### config.mk
export PLATFORM = sky130hd
export DESIGN_NAME = bss_bin_div
export DESIGN_NICKNAME = d
export VERILOG_FILES = /design/src/rtl/bss_pkg.sv /design/src/rtl/bss_bin_div.sv
export SDC_FILE = /design/constraint.sdc
export NUM_CORES = 1
export LEC_CHECK = 0
export ABC_CLOCK_PERIOD_IN_PS = 7800
export BUFFER_PORTS_ARGS = -buffer_cell sky130_fd_sc_hd__clkbuf_2
export CAP_MARGIN = 15
export CELL_PAD_IN_SITES_DETAIL_PLACEMENT = 0
export CELL_PAD_IN_SITES_GLOBAL_PLACEMENT = 2
export CORE_MARGIN = 2
export CORE_UTILIZATION = 30
export DETAILED_ROUTE_END_ITERATION = 16
export GPL_TIMING_DRIVEN = 0
export HOLD_SLACK_MARGIN = 0.02
export PLACE_DENSITY = 0.71
export SLEW_MARGIN = 20
export SYNTH_ARGS = -nofsm -noshare
export SYNTH_HDL_FRONTEND = slang
export SYNTH_SLANG_ARGS = --single-unit
### constraint.sdc
create_clock -name clk -period 7.8 [get_ports clk]
set_input_delay 0.78 -clock clk [delete_from_list [all_inputs] [get_ports clk]]
set_output_delay 0.78 -clock clk [all_outputs]
set_load 0.02 [all_outputs]
### src/rtl/bss_pkg.sv
// Package for the binned SAH split search: widths, word types, state codes
// and the bin merge function. No dependencies.
package bss_pkg;

  localparam int BINS       = 64;
  localparam int BIN_W      = $clog2(BINS);
  localparam int COORD_BITS = 20;
  localparam int EXT_W      = COORD_BITS + 1;
  localparam int MAX_PRIMS  = 65535;
  localparam int CNT_W      = 16;
  localparam int AREA_W     = 44;
  localparam int COST_W     = 61;
  localparam int AX_N       = 3;
  localparam int ADDR_W     = $clog2(AX_N * BINS);
  localparam int PROD_W     = 2 * COORD_BITS;
  localparam int DCNT_W     = $clog2(BIN_W + 1);

  localparam logic CMD_NODE = 1'b0;
  localparam logic CMD_PRIM = 1'b1;

  typedef logic signed [COORD_BITS-1:0] coord_t;

  localparam coord_t CMAX = {1'b0, {(COORD_BITS-1){1'b1}}};
  localparam coord_t CMIN = {1'b1, {(COORD_BITS-1){1'b0}}};
  localparam logic [COST_W-1:0] COST_MAX = '1;

  typedef struct packed {
    logic [CNT_W-1:0] cnt;
    coord_t [2:0]     lo;
    coord_t [2:0]     hi;
  } bin_t;

  typedef struct packed {
    logic [CNT_W-1:0]  cnt;
    logic [AREA_W-1:0] area;
  } side_t;

  typedef enum logic [3:0] {
    S_IDLE, S_DIV, S_BRD, S_BWR, S_ITEM_END, S_SAX, S_SRD, S_SMRG,
    S_SMUL, S_SWR, S_CRD, S_CMUL, S_CCMP, S_FIN
  } state_t;

  function automatic bin_t bin_empty();
    bin_t r;
    r.cnt = '0;
    for (int c = 0; c < 3; c++) begin
      r.lo[c] = CMAX;
      r.hi[c] = CMIN;
    end
    return r;
  endfunction

  function automatic bin_t bin_merge(bin_t a, bin_t b);
    bin_t r;
    logic [CNT_W:0] s;
    s = {1'b0, a.cnt} + {1'b0, b.cnt};
    r.cnt = (s > (CNT_W+1)'(MAX_PRIMS)) ? CNT_W'(MAX_PRIMS) : s[CNT_W-1:0];
    for (int c = 0; c < 3; c++) begin
      r.lo[c] = ($signed(b.lo[c]) < $signed(a.lo[c])) ? b.lo[c] : a.lo[c];
      r.hi[c] = ($signed(b.hi[c]) > $signed(a.hi[c])) ? b.hi[c] : a.hi[c];
    end
    return r;
  endfunction

endpackage

### src/rtl/bss_bin_div.sv
// Bin index unit: floor(d*BINS/ext), clamped to 0 below and the last bin
// above, one quotient bit a cycle by restoring division. Uses bss_pkg.
module bss_bin_div import bss_pkg::*; (
  input  logic                    clk,
  input  logic                    rst,
  input  logic                    start,
  input  logic signed [EXT_W-1:0] d,
  input  logic signed [EXT_W-1:0] ext,
  output logic                    busy,
  output logic [BIN_W-1:0]        bin
);

  logic [EXT_W-1:0]  rem;
  logic [EXT_W:0]    rem2;
  logic [EXT_W:0]    ext_u;
  logic [DCNT_W-1:0] cnt;

  assign rem2  = {rem, 1'b0};
  assign ext_u = {1'b0, ext};

  always_ff @(posedge clk) begin
    if (rst) begin
      busy <= 1'b0;
      cnt  <= '0;
    end else if (start) begin
      cnt <= '0;
      rem <= d;
      bin <= '0;
      if (d < 0) begin
        busy <= 1'b0;
      end else if (d >= ext) begin
        busy <= 1'b0;
        bin  <= BIN_W'(BINS - 1);
      end else begin
        busy <= 1'b1;
      end
    end else if (busy) begin
      if (rem2 >= ext_u) begin
        rem <= EXT_W'(rem2 - ext_u);
        bin <= {bin[BIN_W-2:0], 1'b1};
      end else begin
        rem <= rem2[EXT_W-1:0];
        bin <= {bin[BIN_W-2:0], 1'b0};
      end
      cnt <= cnt + 1'b1;
      if (cnt == DCNT_W'(BIN_W - 1)) begin
        busy <= 1'b0;
      end
    end
  end

endmodule
## Yosys cells after proc, flatten, opt, wreduce, memory -nomap -nowiden

Index checks and enable logic that the tools add are counted.

| storage, ports and cells | value |
|---|---|
| output and inout port bits | 7 |
| memories | 0 |
| memory bits (read-only) | 0 |
| bits of input ports | 45 |
| register bits | 31 |
| RAM bits | 0 |
| bits in latches | 0 |
| word-level logic and storage cells | 27 |

| operators by class | value |
|---|---|
| div/mod/pow operators | 0 |
| add/subtract/negate cells | 2 |
| reductions and logical operators | 3 |
| eq/ne operators | 1 |
| shift-type cells | 0 |
| magnitude comparators | 3 |
| muxes and demuxes | 13 |
| bitwise operators | 1 |
| multipliers | 0 |

Operators with widths:

| operator | number |
|---|---|
| 2-to-1 mux 21 bit | 3 |
| 2-to-1 mux 6 bit | 4 |
| greater-or-equal comparator 22 x 21 -> 1 bit | 1 |
| greater-or-equal comparator 21 bit | 1 |
| less-than comparator 21 x 1 -> 1 bit (second input constant) | 1 |
| subtractor 21 bit | 1 |
| 2-to-1 mux 1 bit | 6 |
| adder 3 x 1 -> 3 bit (second input constant) | 1 |
| equality test 3 bit (second input constant) | 1 |
| AND reduction 2 bit | 1 |
| nonzero test 2 bit | 1 |
| OR reduction 2 bit | 1 |
| NOT 1 bit | 1 |

## Longest topological paths before layout

| depth | value |
|---|---|
| depth after elaboration | 4 |
| mapped depth | 11 |
| depth with buffers taken out | 10 |

## Worst setup path after synthesis

OpenSTA, ideal clock, no wires.

| timing path | value |
|---|---|
| kind | input to register |
| start point | in ext[13] |
| end point | reg rem[15], data pin |
| path buffers | 1 |
| setup slack | 4756 ps |
| required time | 7539 ps |
| stages on the path | 9 |
| data arrival time | 2783 ps |
| path through | inv_1 ha_1 a21oi_1 o311a_1 a41oi_4 a41oi_4 buf_4 nor2_1 a221o_1 |

| between the ends | value |
|---|---|
| cells in the longest elaborated chain, start to end | 4 |

RTL lines:

| item | RTL line | source |
|---|---|---|
| start: declaration | bss_bin_div.sv:8 | `input logic signed [EXT_W-1:0] ext,` |
| subtractor 21 bit / greater-or-equal comparator 22 x 21 -> 1 bit (equally long branches) | bss_bin_div.sv:39, bss_bin_div.sv:38 |  |
| 2-to-1 mux 21 bit * | bss_bin_div.sv:38 | `if (rem2 >= ext_u) begin` |
| 2-to-1 mux 21 bit * | bss_bin_div.sv:37 | `end else if (busy) begin` |
| 2-to-1 mux 21 bit * | bss_bin_div.sv:25 | `end else if (start) begin` |
| end signal: assignment | bss_bin_div.sv:39 | `rem <= EXT_W'(rem2 - ext_u);` |
| end signal: assignment | bss_bin_div.sv:42 | `rem <= rem2[EXT_W-1:0];` |
| end: declaration | bss_bin_div.sv:13 | `logic [EXT_W-1:0] rem;` |

Every way passes the cells marked *; elsewhere a longest branch is shown, timed or not. The select of a mux whose other input is x is not followed.
A chain may end at the register's enable or synchronous reset.

## Worst setup path after layout

| timing path | value |
|---|---|
| start point | in ext[7] |
| end point | reg rem[15], data pin |

Same word-level chain as after synthesis.

==> metrics.md <==
| Metric | Value |
|---|---|
| Setup ws final | 4.399 ns |
| CTS tree | yes |
| H-Tree Depth | 2 |
| Final min period | 3.401 ns |
| Layout cell share with drive strength beyond 1 | 0.1655 |
| Bufs on Longest Clock Path | 2 |
| Post-Syn Instances | 363 |
| Post-synthesis instance area | 0.003153 sq mm |
| Most used cell, CP | a41oi_4 |
| Yosys reg bits | 31 |
| DIE WIDTH | 106.5 um |
| Post-cts sizing count | 0 |
| Crit Path Class | in -> reg |
| Number of diodes | 0 |
| Asr flop ratio synth | 0 |
| DP Worst Slack | 4.062 ns |
| Starting density of the core | 0.3068 |
| Fin crit share | 0.4361 |
| Worst-path cell chain | clkbuf_2 > inv_1 > ha_1 > a21oi_1 > nand2_1 > o21ai_2 > a41oi_4 > a41oi_4 > buf_4 > nor2_1 > a221o_1 |
| Run status | complete, no violations |
| Sinks on Clock Net | 31 |
| Synth cell types | 56 |
| Static leakage | 1.654 nW |
| Cts hold-fix bufs | 0 |
| CTS buffer count | 5 |
| Crit Path Max Fanout | 10 |
| Sequential share of the synthesized area | 0.2825 |
| Setup_tns | 0 ns |
| Relative slew slack | 0.5131 |
| Nets | 512 |
| FMAX | 294.0 MHz |
| RSZ-0062 raised after global routing | no |
| Max-capacitance violation count | 0 |
| Core area | 0.01028 sq mm |
| CP Buf/Inv Count | 3 |
| RR Startpoint | rem[6] |
| Slew @ Worst Pin | 0.7303 ns |
| Die H | 106.5 um |
| Largest net degree at the start of global routing | 17 |
| I/O pin total | 52 |
| Initial antenna violation count | 0 |
| YS warnings | 0 |
| FP Rows | 37 |
| Hold Startpoint | cnt[1] |
| Critical path endpoint category | flop |
| Post-Syn Area per Cell | 8.686 sq um |
| Most common cell after layout, fill and taps aside | clkbuf_2 |
| Drt first pass iters | 4 |
| HP Class | reg -> reg |
| DRT iter0 DRCs | 119 |
| Critical path's largest stage delay | 0.46 ns |
| First-pass GRT wire length | 15,610 um |
| Vias in the first global route | 2,984 |
| Clk_lat worst skew | 0.29 ns |
| FILL cells | 1,138 |
| ANT nets after route | 0 |
| Setup crit start kind | input port |
| Via Count | 2,881 |
| Pwr dens | 154.1 mW/mm^2 |
| Clk slew on worst S/H paths | 0.07 ns |
| Final core occ | 0.3605 |
| Hold_ws | 0.5073 ns |
| CP required | 7.84 ns |
| Layout area overhead | 17.50% |
| Syn Nets | 453 |
| Remaining DRCs | 0 |
| Final setup skew | 0.009534 ns |
| Root buffer cell | clkbuf_8 |
| Number of synthesized flops with an enable pin | 27 |
| Total die area | 0.01135 sq mm |
| CP max-delay cell | a41oi_4 |
| Total gr overflow | 0 |
| Peak VDD IR | 64.05 uV |
| IO buf count | 51 |
| Final setup viols | 0 |
| Pins over their slew limit | 0 |
| Kind of cell adding the most delay to the critical path | compound AO/OA/AOI/OAI gates |
| GRT Overall Usage | 0.1778 |
| Synth Flop Type | edfxtp_1 |
| Drt wl/cell | 17.04 um |
| Final total power | 0.5708 mW |
| Critical Path Start | ext[7] |
| Most frequent cells in the layout | clkbuf_2, ha_1, a21oi_1 |
| Crit path DAT | 3.44 ns |
| Hold Fails Final Rpt | 0 |
| Gpl congestion | 0.7917 |
| DRT Wirelength | 9525 um |
| Estimated wirelength of the detail-placed design | 7603 um |
| Postcts setup bufs | 0 |
| Vias per inst | 5.154 |
==> synthesized netlist by cell type, types with 2 or more instances <==
cell type,count,area (sq um)
o21ai_1,6,30.03
nand4b_1,2,17.52
a221o_1,2,20.02
nor2b_1,3,18.77
o21a_1,6,45.04
mux2i_1,6,60.06
o311ai_1,7,61.31
a221oi_1,2,17.52
nor4_1,3,18.77
and3_1,3,18.77
a2bb2oi_1,4,35.03
a41oi_4,2,55.05
nor2_1,24,90.09
dfxtp_1,4,80.08
xor2_1,12,105.1
edfxtp_1,27,810.8
o21bai_1,4,30.03
or4_1,2,15.01
nand4_1,4,25.02
o21ai_0,8,40.04
nand3b_1,2,15.01
buf_2,3,15.01
o211ai_1,2,15.01
nand2b_1,6,37.54
ha_1,44,550.5
inv_1,29,108.9
a211oi_1,3,22.52
nand3_1,19,95.09
clkbuf_1,8,30.03
nand2_1,33,123.9
a21oi_1,40,200.2
o22ai_1,2,12.51
xnor2_1,4,35.03
a21o_1,11,82.58
nor3_1,5,25.02
==> layer usage <==
layer  vias to the layer above  GRT usage  share of wire
met5                         -          0              0
met4                         0    0.03061         0.0056
met3                         5    0.02759          0.034
met2                        48     0.2953           0.46
met1                      1349     0.2471           0.50
li1                       1479          -              -
==> worst paths after layout <==
path | to | slack (ns) | cells past startpoint
hold / removal | cnt[1] | 0.51 | 2
setup reg to reg | rem[15] | 4.60 | 9
setup / recovery | rem[15] | 4.40 | 11
hold reg to reg | cnt[1] | 0.51 | 2
==> state kept, by name, summed over array words and instances, names as in the netlist <==
| name | cells |
|---|---|
| rem | 21 |
| bin | 6 |
| busy | 1 |
| cnt | 3 |
==> per-stage QoR <==
stage          instance area (sq um)  cells
2_1_floorplan                   3153    363
3_3_place_gp                    3578    550
3_5_place_dp                    3613    551
4_1_cts                         3705    559
5_1_grt                         3705    559
6_report                        3705    559
==> kinds of logic after synthesis <==
logic type / count (synthesis) / share of synthesized area
mux: 7 / 0.02262
simple gates: 110 / 0.1679
buf+inv: 42 / 0.05238
flops: 31 / 0.2825
fa+ha+maj: 45 / 0.1810
compound gates: 112 / 0.2492
xor+xnor: 16 / 0.04444
==> power breakdown <==
group          switching, mW  internal [mW]  total, mW  leakage (nW)
logic                  0.134         0.0911      0.225          1.32
registers            0.00663          0.197      0.204         0.288
clock network         0.0703         0.0714      0.142        0.0482
total                  0.211          0.360      0.571          1.65
==> worst min-delay path, stage by stage, from the launching register on <==
cell,delay [ns]
dfxtp_1,0.33
nor2_1,0.08
a2111oi_0,0.06
==> layout make-up <==
type,count,area (sq um),share of cell area
inverter,29,108.9,0.02938
clock inverter,1,5.005,0.001351
sequential,31,890.9,0.2405
buffer,13,56.30,0.01520
timing repair buffer,52,282.8,0.07633
tap,136,170.2,0.04593
multi-input combinational,290,2105,0.5681
clock buffer,7,86.33,0.02330
(Power assumes the default switching activity.)
